<file path="src/sv/dkenc_pkg.sv">
`default_nettype none

package dkenc_pkg;

    // ascii characters that carry a valid nucleotide
    localparam logic [7:0] CHAR_UPPER_A = 8'h41;
    localparam logic [7:0] CHAR_UPPER_C = 8'h43;
    localparam logic [7:0] CHAR_UPPER_G = 8'h47;
    localparam logic [7:0] CHAR_UPPER_T = 8'h54;
    localparam logic [7:0] CHAR_LOWER_A = 8'h61;
    localparam logic [7:0] CHAR_LOWER_C = 8'h63;
    localparam logic [7:0] CHAR_LOWER_G = 8'h67;
    localparam logic [7:0] CHAR_LOWER_T = 8'h74;

    localparam logic [1:0] CODE_A = 2'd0;
    localparam logic [1:0] CODE_C = 2'd1;
    localparam logic [1:0] CODE_G = 2'd2;
    localparam logic [1:0] CODE_T = 2'd3;

    localparam int unsigned KMER_WIDTH = 5;
    localparam int unsigned STEP_WIDTH = 4;
    localparam int unsigned CFG_DATA_WIDTH = 5;

    localparam logic [KMER_WIDTH-1:0] KMER_MIN   = 5'd1;
    localparam logic [KMER_WIDTH-1:0] KMER_MAX   = 5'd16;
    localparam logic [KMER_WIDTH-1:0] KMER_RESET = 5'd12;
    localparam logic [STEP_WIDTH-1:0] STEP_MIN   = 4'd1;
    localparam logic [STEP_WIDTH-1:0] STEP_MAX   = 4'd8;
    localparam logic [STEP_WIDTH-1:0] STEP_RESET = 4'd4;

    localparam logic [4:0]  WORD_POS_LAST = 5'h1f;
    localparam logic [3:0]  PACK_POS_LAST = 4'hf;
    localparam logic [31:0] ALL_ONES      = 32'hffff_ffff;

    typedef enum logic [0:0] {
        REG_KMER_LENGTH = 1'b0,
        REG_SAMPLE_STEP = 1'b1
    } reg_index_t;

    typedef struct packed {
        logic [1:0] code;
        logic       is_n;
    } base_code_t;

    typedef struct packed {
        logic        word_ready;
        logic [31:0] low_word;
        logic [31:0] high_word;
        logic [31:0] n_word;
        logic        pack_ready;
        logic [31:0] pack_word;
        logic        seed_ready;
        logic        seed_ok;
        logic [31:0] seed_value;
    } result_t;

endpackage

`default_nettype wire

</file>
<file path="src/sv/dkenc_in_if.sv">
`default_nettype none

interface dkenc_in_if;
    logic       valid;
    logic       ready;
    logic [7:0] base_char;
    logic       last;

    modport source (output valid, output base_char, output last, input ready);
    modport sink (input valid, input base_char, input last, output ready);
endinterface

`default_nettype wire

</file>
<file path="src/sv/dkenc_out_if.sv">
`default_nettype none

interface dkenc_out_if;
    logic        valid;
    logic        ready;
    logic        word_ready;
    logic [31:0] low_word;
    logic [31:0] high_word;
    logic [31:0] n_word;
    logic        pack_ready;
    logic [31:0] pack_word;
    logic        seed_ready;
    logic        seed_ok;
    logic [31:0] seed_value;

    modport source (
        output valid, output word_ready, output low_word, output high_word, output n_word,
        output pack_ready, output pack_word, output seed_ready, output seed_ok,
        output seed_value, input ready
    );
    modport sink (
        input valid, input word_ready, input low_word, input high_word, input n_word,
        input pack_ready, input pack_word, input seed_ready, input seed_ok,
        input seed_value, output ready
    );
endinterface

`default_nettype wire

</file>
<file path="src/sv/dna_two_bit_kmer_encoder_core.sv">
// Two-bit DNA k-mer encoder. Takes one ASCII base per transaction on bases and
// returns exactly one result transaction per base on results: the packed
// low/high/N words every 32 bases, the 2-bit packed word every 16 bases (both
// flushed by last), and a sampled k-mer seed at every sample_step-th position
// once k bases have been seen. A new base is accepted every clock cycle while
// the result register is free or being read; a base is loaded into the input
// register when accepted, and its result is presented on results from the
// result register. The rate is set by the per-base state update (partial
// words, rolling k-mer, run and phase counters) that feeds back on itself each
// cycle. The user must write kmer_length and sample_step through cfg_write only
// while no base is in flight; the block itself does not enforce this.
`default_nettype none

module dna_two_bit_kmer_encoder_core (
    input  wire logic                                    clk,
    input  wire logic                                    rst_n,
    dkenc_in_if.sink                                     bases,
    dkenc_out_if.source                                  results,
    input  wire logic                                    cfg_write,
    input  wire logic                                    cfg_index,
    input  wire logic [dkenc_pkg::CFG_DATA_WIDTH-1:0]    cfg_data
);
    import dkenc_pkg::*;

    logic [KMER_WIDTH-1:0] kmer_length_reg;
    logic [STEP_WIDTH-1:0] sample_step_reg;

    logic       in_valid_reg;
    logic [7:0] in_char_reg;
    logic       in_last_reg;
    logic       res_valid_reg;
    result_t    res_reg;

    logic       stage_go;
    base_code_t decoded;
    result_t    result_comb;

    // the input stage moves on whenever the result register is free or draining
    assign stage_go     = in_valid_reg && (!res_valid_reg || results.ready);
    assign bases.ready  = !in_valid_reg || stage_go;

    always_ff @(posedge clk or negedge rst_n)
    begin
        if (!rst_n)
        begin
            kmer_length_reg <= KMER_RESET;
            sample_step_reg <= STEP_RESET;
        end
        else if (cfg_write)
        begin
            unique case (reg_index_t'(cfg_index))
                REG_KMER_LENGTH: kmer_length_reg <= cfg_data[KMER_WIDTH-1:0];
                REG_SAMPLE_STEP: sample_step_reg <= cfg_data[STEP_WIDTH-1:0];
                default:         ;
            endcase
        end
    end

    always_ff @(posedge clk or negedge rst_n)
    begin
        if (!rst_n)
        begin
            in_valid_reg  <= 1'b0;
            res_valid_reg <= 1'b0;
        end
        else
        begin
            if (bases.ready)
                in_valid_reg <= bases.valid;
            if (stage_go)
                res_valid_reg <= 1'b1;
            else if (results.ready)
                res_valid_reg <= 1'b0;
        end
    end

    always_ff @(posedge clk)
    begin
        if (bases.valid && bases.ready)
        begin
            in_char_reg <= bases.base_char;
            in_last_reg <= bases.last;
        end
        if (stage_go)
            res_reg <= result_comb;
    end

    dkenc_decode u_decode (
        .base_char (in_char_reg),
        .base      (decoded)
    );

    dkenc_stream u_stream (
        .clk         (clk),
        .rst_n       (rst_n),
        .advance     (stage_go),
        .base        (decoded),
        .last        (in_last_reg),
        .kmer_length (kmer_length_reg),
        .sample_step (sample_step_reg),
        .result      (result_comb)
    );

    assign results.valid      = res_valid_reg;
    assign results.word_ready = res_reg.word_ready;
    assign results.low_word   = res_reg.low_word;
    assign results.high_word  = res_reg.high_word;
    assign results.n_word     = res_reg.n_word;
    assign results.pack_ready = res_reg.pack_ready;
    assign results.pack_word  = res_reg.pack_word;
    assign results.seed_ready = res_reg.seed_ready;
    assign results.seed_ok    = res_reg.seed_ok;
    assign results.seed_value = res_reg.seed_value;

`ifndef SYNTHESIS
    // a full 32-base group always ends a 16-base group too
    a_word_implies_pack: assert property (@(posedge clk) disable iff (!rst_n)
        results.valid && results.word_ready |-> results.pack_ready)
        else $error("word flushed without pack flush");

    a_word_zero_when_idle: assert property (@(posedge clk) disable iff (!rst_n)
        results.valid && !results.word_ready |->
            results.low_word == '0 && results.high_word == '0 && results.n_word == '0)
        else $error("word fields nonzero without word_ready");

    a_seed_zero_when_idle: assert property (@(posedge clk) disable iff (!rst_n)
        results.valid && !results.seed_ready |->
            !results.seed_ok && results.seed_value == '0)
        else $error("seed fields nonzero without seed_ready");
`endif

endmodule

`default_nettype wire

</file>
<file path="src/sv/dkenc_decode.sv">
`default_nettype none

module dkenc_decode (
    input  wire logic [7:0]           base_char,
    output dkenc_pkg::base_code_t     base
);
    import dkenc_pkg::*;

    always_comb
    begin
        base.code = CODE_A;
        base.is_n = 1'b0;
        unique case (base_char)
            CHAR_UPPER_A, CHAR_LOWER_A: base.code = CODE_A;
            CHAR_UPPER_C, CHAR_LOWER_C: base.code = CODE_C;
            CHAR_UPPER_G, CHAR_LOWER_G: base.code = CODE_G;
            CHAR_UPPER_T, CHAR_LOWER_T: base.code = CODE_T;
            default:                    base.is_n = 1'b1;
        endcase
    end

endmodule

`default_nettype wire

</file>
<file path="src/sv/dkenc_stream.sv">
`default_nettype none

module dkenc_stream (
    input  wire logic                                clk,
    input  wire logic                                rst_n,
    input  wire logic                                advance,
    input  wire dkenc_pkg::base_code_t               base,
    input  wire logic                                last,
    input  wire logic [dkenc_pkg::KMER_WIDTH-1:0]    kmer_length,
    input  wire logic [dkenc_pkg::STEP_WIDTH-1:0]    sample_step,
    output dkenc_pkg::result_t                       result
);
    import dkenc_pkg::*;

    logic [31:0]           low_acc_reg, low_acc_next;
    logic [31:0]           high_acc_reg, high_acc_next;
    logic [31:0]           n_acc_reg, n_acc_next;
    logic [31:0]           pack_acc_reg, pack_acc_next;
    logic [31:0]           kmer_reg, kmer_next;
    logic [4:0]            run_length_reg, run_length_next;
    logic [4:0]            bases_seen_reg, bases_seen_next;
    logic [2:0]            step_phase_reg, step_phase_next;
    logic [4:0]            word_position_reg, word_position_next;

    logic [KMER_WIDTH-1:0] k_eff;
    logic [STEP_WIDTH-1:0] step_eff;
    logic [3:0]            pack_pos;
    logic [31:0]           low_upd, high_upd, n_upd, pack_upd;
    logic [31:0]           kmer_ins, kmer_upd, kmer_mask;
    logic [2:0]            phase_base;
    logic [3:0]            phase_inc;
    logic                  seed_ready, seed_ok, wrdy, prdy;

    always_comb
    begin
        k_eff = kmer_length;
        if (kmer_length < KMER_MIN)
            k_eff = KMER_MIN;
        else if (kmer_length > KMER_MAX)
            k_eff = KMER_MAX;
        step_eff = sample_step;
        if (sample_step < STEP_MIN)
            step_eff = STEP_MIN;
        else if (sample_step > STEP_MAX)
            step_eff = STEP_MAX;

        pack_pos = word_position_reg[3:0];

        // drop this base's bits into the partial words
        for (int i = 0; i < 32; i++)
        begin
            low_upd[i]  = low_acc_reg[i]  | (base.code[0] & (word_position_reg == 5'(i)));
            high_upd[i] = high_acc_reg[i] | (base.code[1] & (word_position_reg == 5'(i)));
            n_upd[i]    = n_acc_reg[i]    | (base.is_n   & (word_position_reg == 5'(i)));
            kmer_mask[i] = (6'(i) < {k_eff, 1'b0});
        end
        for (int i = 0; i < 16; i++)
        begin
            pack_upd[2*i +: 2] = pack_acc_reg[2*i +: 2]
                               | ((pack_pos == 4'(i)) ? base.code : 2'b00);
            // newest base lands in lane k-1
            kmer_ins[2*i +: 2] = (k_eff == 5'(i + 1)) ? base.code : 2'b00;
        end

        kmer_upd = {2'b00, kmer_reg[31:2]} | kmer_ins;
        if (base.is_n)
        begin
            kmer_next       = '0;
            run_length_next = '0;
        end
        else
        begin
            kmer_next       = kmer_upd;
            run_length_next = (run_length_reg >= k_eff) ? k_eff : run_length_reg + 5'd1;
        end

        bases_seen_next = (bases_seen_reg >= k_eff) ? k_eff : bases_seen_reg + 5'd1;

        // sampling phase; a phase left over from a larger step wraps to zero
        phase_base      = ({1'b0, step_phase_reg} >= step_eff) ? 3'd0 : step_phase_reg;
        phase_inc       = {1'b0, phase_base} + 4'd1;
        seed_ready      = 1'b0;
        step_phase_next = step_phase_reg;
        if (bases_seen_next >= k_eff)
        begin
            seed_ready      = (phase_base == 3'd0);
            step_phase_next = (phase_inc >= step_eff) ? 3'd0 : phase_inc[2:0];
        end
        seed_ok = seed_ready && (run_length_next >= k_eff);

        wrdy = (word_position_reg == WORD_POS_LAST) || last;
        prdy = (pack_pos == PACK_POS_LAST) || last;

        result.word_ready = wrdy;
        result.low_word   = wrdy ? low_upd  : '0;
        result.high_word  = wrdy ? high_upd : '0;
        result.n_word     = wrdy ? n_upd    : '0;
        result.pack_ready = prdy;
        result.pack_word  = prdy ? pack_upd : '0;
        result.seed_ready = seed_ready;
        result.seed_ok    = seed_ok;
        result.seed_value = !seed_ready ? '0 : (seed_ok ? (kmer_next & kmer_mask) : ALL_ONES);

        low_acc_next       = wrdy ? '0 : low_upd;
        high_acc_next      = wrdy ? '0 : high_upd;
        n_acc_next         = wrdy ? '0 : n_upd;
        pack_acc_next      = prdy ? '0 : pack_upd;
        word_position_next = word_position_reg + 5'd1;

        // end of stream: everything restarts
        if (last)
        begin
            low_acc_next       = '0;
            high_acc_next      = '0;
            n_acc_next         = '0;
            pack_acc_next      = '0;
            kmer_next          = '0;
            run_length_next    = '0;
            bases_seen_next    = '0;
            step_phase_next    = '0;
            word_position_next = '0;
        end
    end

    always_ff @(posedge clk or negedge rst_n)
    begin
        if (!rst_n)
        begin
            low_acc_reg       <= '0;
            high_acc_reg      <= '0;
            n_acc_reg         <= '0;
            pack_acc_reg      <= '0;
            kmer_reg          <= '0;
            run_length_reg    <= '0;
            bases_seen_reg    <= '0;
            step_phase_reg    <= '0;
            word_position_reg <= '0;
        end
        else if (advance)
        begin
            low_acc_reg       <= low_acc_next;
            high_acc_reg      <= high_acc_next;
            n_acc_reg         <= n_acc_next;
            pack_acc_reg      <= pack_acc_next;
            kmer_reg          <= kmer_next;
            run_length_reg    <= run_length_next;
            bases_seen_reg    <= bases_seen_next;
            step_phase_reg    <= step_phase_next;
            word_position_reg <= word_position_next;
        end
    end

`ifndef SYNTHESIS
    // a valid run never outgrows the stream count, both clamp to k together
    a_run_within_seen: assert property (@(posedge clk) disable iff (!rst_n)
        run_length_reg <= bases_seen_reg)
        else $error("run length exceeds bases seen");

    a_seen_within_max: assert property (@(posedge clk) disable iff (!rst_n)
        bases_seen_reg <= KMER_MAX)
        else $error("bases seen exceeds largest k");

    a_run_within_max: assert property (@(posedge clk) disable iff (!rst_n)
        run_length_reg <= KMER_MAX)
        else $error("run length exceeds largest k");
`endif

endmodule

`default_nettype wire

</file>
<file path="src/flat_wrapper.sv">
// flat-port wrapper written by rule: the top's interface ports become plain ports
module dna_two_bit_kmer_encoder_core_flat import dkenc_pkg::*;
  (clk, rst_n, cfg_write, cfg_index, cfg_data, bases_valid, bases_base_char, bases_last, bases_ready, results_valid, results_word_ready, results_low_word, results_high_word, results_n_word, results_pack_ready, results_pack_word, results_seed_ready, results_seed_ok, results_seed_value, results_ready);
  dkenc_in_if bases_i ();
  dkenc_out_if results_i ();
  input  wire logic clk;
  input  wire logic rst_n;
  input  wire logic cfg_write;
  input  wire logic cfg_index;
  input  wire logic [dkenc_pkg::CFG_DATA_WIDTH-1:0] cfg_data;
  input wire logic [$bits(bases_i.valid)-1:0] bases_valid;
  input wire logic [$bits(bases_i.base_char)-1:0] bases_base_char;
  input wire logic [$bits(bases_i.last)-1:0] bases_last;
  output wire logic [$bits(bases_i.ready)-1:0] bases_ready;
  output wire logic [$bits(results_i.valid)-1:0] results_valid;
  output wire logic [$bits(results_i.word_ready)-1:0] results_word_ready;
  output wire logic [$bits(results_i.low_word)-1:0] results_low_word;
  output wire logic [$bits(results_i.high_word)-1:0] results_high_word;
  output wire logic [$bits(results_i.n_word)-1:0] results_n_word;
  output wire logic [$bits(results_i.pack_ready)-1:0] results_pack_ready;
  output wire logic [$bits(results_i.pack_word)-1:0] results_pack_word;
  output wire logic [$bits(results_i.seed_ready)-1:0] results_seed_ready;
  output wire logic [$bits(results_i.seed_ok)-1:0] results_seed_ok;
  output wire logic [$bits(results_i.seed_value)-1:0] results_seed_value;
  input wire logic [$bits(results_i.ready)-1:0] results_ready;
  assign bases_i.valid = bases_valid;
  assign bases_i.base_char = bases_base_char;
  assign bases_i.last = bases_last;
  assign bases_ready = bases_i.ready;
  assign results_valid = results_i.valid;
  assign results_word_ready = results_i.word_ready;
  assign results_low_word = results_i.low_word;
  assign results_high_word = results_i.high_word;
  assign results_n_word = results_i.n_word;
  assign results_pack_ready = results_i.pack_ready;
  assign results_pack_word = results_i.pack_word;
  assign results_seed_ready = results_i.seed_ready;
  assign results_seed_ok = results_i.seed_ok;
  assign results_seed_value = results_i.seed_value;
  assign results_i.ready = results_ready;
  dna_two_bit_kmer_encoder_core u_core (.clk(clk), .rst_n(rst_n), .bases(bases_i), .results(results_i), .cfg_write(cfg_write), .cfg_index(cfg_index), .cfg_data(cfg_data));
endmodule
</file>
<file path="config.mk">
export PLATFORM = sky130hd
export DESIGN_NAME = dna_two_bit_kmer_encoder_core_flat
export DESIGN_NICKNAME = d
export VERILOG_FILES = /design/src/sv/dkenc_pkg.sv /design/src/sv/dkenc_in_if.sv /design/src/sv/dkenc_out_if.sv /design/src/sv/dna_two_bit_kmer_encoder_core.sv /design/src/sv/dkenc_decode.sv /design/src/sv/dkenc_stream.sv /design/src/flat_wrapper.sv
export SDC_FILE = /design/constraint.sdc
export NUM_CORES = 1
export LEC_CHECK = 0
export ABC_AREA = 1
export BUFFER_PORTS_ARGS = -buffer_cell sky130_fd_sc_hd__clkbuf_2
export CELL_PAD_IN_SITES_DETAIL_PLACEMENT = 2
export CELL_PAD_IN_SITES_GLOBAL_PLACEMENT = 2
export CORE_MARGIN = 2
export CORE_UTILIZATION = 34
export DETAILED_ROUTE_END_ITERATION = 12
export MAX_ROUTING_LAYER = met4
export PLACE_DENSITY = 0.88
export SLEW_MARGIN = 15
export SYNTH_ARGS = -nofsm -noshare
export SYNTH_HDL_FRONTEND = slang
export SYNTH_SLANG_ARGS = --single-unit
</file>
<file path="constraint.sdc">
create_clock -name clk -period 6.05 [get_ports clk]
set_input_delay 0.605 -clock clk [delete_from_list [all_inputs] [get_ports clk]]
set_output_delay 0.605 -clock clk [all_outputs]
set_load 0.02 [all_outputs]
</file>
== After elaboration in Yosys (flattened, before gate mapping) ==
Index checks and enable logic that the tools add are counted.
Storage, ports and cells
  register bits: 362
  input bits: 20
  output and inout bits: 166
  logic and storage cells: 434
Operators by class
  $add $sub $neg: 4
  order comparisons: 42
  eq/ne operators: 70
  muxes and demuxes: 62
  bitwise gates (word level): 211
  reduce and logical (&&, ||, !) cells: 21
Operators by type and width (number)
  $mux 32: 11
  $and 1x1->1: 96
  $lt 5x6->1 const A: 16
  $or 1x1->1: 96
  $eq 5x5->1 const B: 17
  $eq 5x4->1 const B: 16
  $eq 8x7->1 const B: 8
  $mux 2: 32
  $lt 4x6->1 const A: 8
  $eq 5x3->1 const B: 8
  $mux 5: 8
  $and 32x32->32: 1
  $eq 4x4->1 const B: 8
  $or 2x2->2: 16
  $or 30x32->32: 1
  $lt 3x6->1 const A: 4
  $eq 5x2->1 const B: 4
  $ge 5x5->1: 4
  $eq 4x3->1 const B: 4
  $add 5x1->5 const B: 3
  $lt 1x6->1 const A: 2
  $lt 2x6->1 const A: 2
  $mux 3: 4
  $eq 5x1->1 const B: 2
  23 further kinds: 39

== Depth between registers and ports, before layout ==
  word-level depth: 10
  depth in mapped cells: 22
  gate-level depth less buffers: 21

== Modules after synthesis ==
From an unflattened synthesis, not the netlist that was laid out.
Unflattened totals
  cell total of the unflattened synthesis: 1662
  area, all modules: 16159.2 um^2
By module, submodules not included
  dkenc_stream: times used 1, cells each 1412, area each 10408.7 um^2
  dna_two_bit_kmer_encoder_core: times used 1, cells each 225, area each 5649.2 um^2
  dkenc_decode: times used 1, cells each 25, area each 101.3 um^2

== Least setup slack after synthesis ==
Ideal clock, no wire load.
  path kind: input to register
  start: input port results_ready
  end: register u_core.u_stream.kmer_reg[2]
  data arrival time: 5.779 ns
  required time: 5.676 ns
  slack: -0.103 ns
  cell stages on the path: 6
  buffers on the path: 1
  cells stage by stage: inv_1 > nand2_1 > nand2_2 > inv_2 > clkbuf_1 > o21ai_0
On the way
  word-level cells in the longest chain between the ends: 2
Ends and longest elaborated chain
  start, declared: RTL line flat_wrapper.sv:25  | input wire logic [$bits(results_i.ready)-1:0] results_ready;
  $logic_or 1x1->1: RTL line dna_two_bit_kmer_encoder_core.sv:39  | assign stage_go = in_valid_reg && (!res_valid_reg || results.ready);
  $logic_and 1x1->1: RTL line dna_two_bit_kmer_encoder_core.sv:39
  via u_core.stage_go: RTL line dna_two_bit_kmer_encoder_core.sv:34  | logic stage_go;
  end signal, assigned: RTL line dkenc_stream.sv:145  | kmer_reg <= kmer_next;
  end, declared: RTL line dkenc_stream.sv:19  | logic [31:0] kmer_reg, kmer_next;
The timed path passes the listed nets, and every way through them passes these cells.
A chain may end at the register's enable or synchronous reset.

== Worst setup path after layout ==
  start: register u_core.kmer_length_reg[4]
  end: register u_core.res_reg (netlist bit u_core.results.seed_value[28]) (data pin)
On the way
  word-level cells in the longest chain between the ends: 9
  elaborated cells between the ends (all ways): 20
  those cells by class: order compare (7); eq/ne (1); mux (9); bitwise (2); reduce/logical (1)
Ends and longest elaborated chain
  start, declared: RTL line dna_two_bit_kmer_encoder_core.sv:25  | logic [KMER_WIDTH-1:0] kmer_length_reg;
  start signal, assigned: RTL line dna_two_bit_kmer_encoder_core.sv:52  | REG_KMER_LENGTH: kmer_length_reg <= cfg_data[KMER_WIDTH-1:0];
  $gt 5x5->1: RTL line dkenc_stream.sv:39  | else if (kmer_length > KMER_MAX)
  $mux 5: RTL line dkenc_stream.sv:39
  $mux 5 *: RTL line dkenc_stream.sv:37  | if (kmer_length < KMER_MIN)
  $ge 5x5->1, or another cell as far along: RTL line dkenc_stream.sv:77  | bases_seen_next = (bases_seen_reg >= k_eff) ? k_eff : bases_seen_reg + 5'd1;
  $mux 5, or another cell as far along: RTL line dkenc_stream.sv:77
  $ge 5x5->1, or another cell as far along: RTL line dkenc_stream.sv:84  | if (bases_seen_next >= k_eff)
  $mux 1, or another cell as far along: RTL line dkenc_stream.sv:84
  $logic_and 1x1->1 or $and 32x32->32 (tied branches): RTL line dkenc_stream.sv:89, dkenc_stream.sv:102
  $mux 32: RTL line dkenc_stream.sv:102  | result.seed_value = !seed_ready ? '0 : (seed_ok ? (kmer_next & kmer_mask) : ALL_ONES);
  end signal, assigned: RTL line dna_two_bit_kmer_encoder_core.sv:85  | res_reg <= result_comb;
  end, declared: RTL line dna_two_bit_kmer_encoder_core.sv:32  | result_t res_reg;
Every way passes the cells marked *; elsewhere a longest branch is shown, timed or not.

==> out/qor.yml <==
cts_resized: 0
post_synth.cell_area_avg_um2: 9.83
via_per_inst: 5.28
final_area_um2: 18600
syn_to_final_growth_pct: 17.5
crit_required_ns: 6.43
placed_cell_area_um2: 17200
hold_class: "in -> async"
start_kind: "register"
nets: 1826
maxSlewViolCount: 0
p_switching_mw: 2.61
synth_area_um2: 15900
synth_cell_types: 38
end_kind: "register"
grt_pass1_vias: 14146
grt_start_max_net_pins: 112
fmax_mhz: 218
fin_skew_ns: 0.0436
port_buffers: 184
status: "complete, no violations"
die_x_um: 220
cts.htree.levels: 2
cts_tree: "built"
cts_setup_buffers: 0
fin_crit_sh_pct: 75.8
p_clk_share_pct: 34.7
grt_pass1_wl_um: 84200
clock_sinks: 359
internal_power_mw: 5.04
dr.pass1.iters: 5
seqPwrFrac_pct: 41.4
ant_nets: 0
route.vias.total: 12727
crit_path_max_fanout: 31
clk_pin_slew_worst_paths_ns: 0.06
ys_warn_count: 0
synth-seq-area-share_pct: 62.1
grt_antenna_before_repair: 0
ios: 186
swShare_pct: 34.1
fin_setup_tns_ns: 0
grt_overflow: 0
tightestPinTransition_ns: 1.13
diodes: 0
cts_hold_buf: 0
post-place-ws_ns: 1.47
rsz0062_at_grt: "no"
vdd_drop_max_mv: 0.269
fin_crit_ns: 4.58
drtIter0Drc: 903
fill_cells: 4892
insertion_delay_ns: 0.60
syn_inst: 1613
core_area_um2: 46300
dp_hpwl_um: 35000
cts_buffers: 41
hold_violations: 0
wirelength_um: 54200
max-clock-path-buffers: 3
setup_violations: 0
powerDensity_nw_per_um2: 410
slew-limit-headroom_pct: 24.6
critical_path_class: "reg -> reg"
fp.dieArea_um2: 48400
synth.net_count: 1670
cap_violations: 0
worst_ep_arrival_time_ns: 4.96
placementRows: 79
drive_gt1_share_pct: 16.8
initial_core_util_pct: 34.3
gp_congestion: 0.849
p_comb_share_pct: 23.9
fin_ws_ns: 1.47
ys_ff_latch: 359
cts-root-buf: "clkbuf_16"
post_drt_wl_per_cell_um: 22.5
grt_usage_pct: 23.4
drc: 0
p_leak_nw: 7.99
fp.dieH_um: 220
[power by group through the flow]
stage | sequential (mW) | clock (mW) | combinational (mW)
2_1_floorplan | 3.44 | 0 | 0.919
3_3_place_gp | 3.19 | 0 | 1.72
3_5_place_dp | 3.21 | 0 | 1.83
4_1_cts | 3.17 | 2.71 | 1.85
5_1_grt | 3.19 | 2.78 | 2.04
6_report | 3.17 | 2.65 | 1.83
[synthesized netlist by cell type (all sizes together)]
master,n,area (µm²)
nand3,82,420
a21o,1,7.51
nand2,293,1140
o21a,1,7.51
a21boi,1,7.51
buf,49,328
nor2,216,846
clkbuf,31,116
edfxtp,172,5160
dfstp,3,78.8
xor2,4,35.0
clkinv,3,13.8
o21bai,3,22.5
dfrtp,184,4600
a21oi,230,1150
xnor2,3,26.3
and3,1,6.26
o22ai,6,37.5
or2,1,6.26
o21ai,61,305
ha,37,463
nor3,38,200
a22oi,30,225
inv,150,566
nand4,13,81.3
[layout make-up]
type	count	area (µm²)	share of cell area, %
multi-input cells	1021	5020	26.9
inverters	153	587	3.15
clock buffers	49	1100	5.88
flip-flops and latches	359	9850	52.8
well taps	607	759	4.07
repair buffers	193	997	5.35
clock inverters	27	337	1.81
[worst paths after layout]
path	endpoint	slack [ns]	startpoint	depth (start not counted)
setup reg to reg	u_core.results.seed_value[28]	1.47	u_core.kmer_length_reg[4]	16
hold reg to reg	u_core.u_stream.n_acc_reg[31]	0.48	u_core.u_stream.n_acc_reg[31]	2
max in group asynchronous	u_core.u_stream.high_acc_reg[0]	4.58	rst_n	2
setup / recovery	u_core.results.seed_value[28]	1.47	u_core.kmer_length_reg[4]	16
min in group clk	u_core.in_char_reg[6]	0.20	bases_base_char[6]	1
hold / removal	u_core.u_stream.n_acc_reg[30]	0.19	rst_n	1
[layout by cell type (no fill, tap or decap), types with 41 or more instances in the layout]
master | synthesis | routed
nand2_1 | 283 | 281
edfxtp_1 | 172 | 172
clkbuf_16 | 0 | 41
inv_1 | 140 | 140
clkbuf_2 | 0 | 183
o21ai_0 | 57 | 57
nor2_1 | 206 | 205
nand3_1 | 80 | 80
dfrtp_1 | 184 | 184
a21oi_1 | 230 | 230
[routing by layer]
metal  vias to the layer above  track usage [%]  share of wire, %
met5                         -                -                 0
met4                         0             7.58               2.9
met3                        92             3.35               4.2
met2                       339             40.2                51
met1                      6585             28.5                42
li1                       5711                -                 -
[worst max-delay path, cell delays in order (launching register included)]
cell and delay, ns:
dfrtp_1 0.57, clkinv_2 0.35, nand2_1 0.41, ha_1 0.33
a21o_1 0.19, a21oi_1 0.18, inv_1 0.06, nor2_1 0.31
nand2_1 0.13, a21oi_1 0.18, ha_1 0.29, a21oi_1 0.17
o21ai_0 0.11, nor3_1 0.45, nor2_2 0.08, buf_4 0.26
a21oi_1 0.28
[through the flow]
stage               util (%)  cells  power, mW  hold slack [ns]
CTS                     40.3   2409       7.73            0.166
floorplan                  -   1613       4.36            0.309
global placement        37.2   2333       4.91            0.448
global route            40.3   2409       8.02            0.180
finish                  40.3   2409       7.65            0.186
detailed placement      37.2   2333       5.04            0.467
[logic make-up (layout without fill, tap and decap cells)]
group                      after synthesis  after routing  share of synthesized area [%]
and+or+nand+nor                        644            644                           17.0
DFF                                    359            359                           62.1
AOI/OAI and AO/OA                      333            333                           11.1
buffers and inverters                  233            422                           6.45
adders and majority gates               37             37                           2.92
xor gates and xnor gates                 7              7                          0.387
Note: power is estimated with default switching activity, not from simulation.
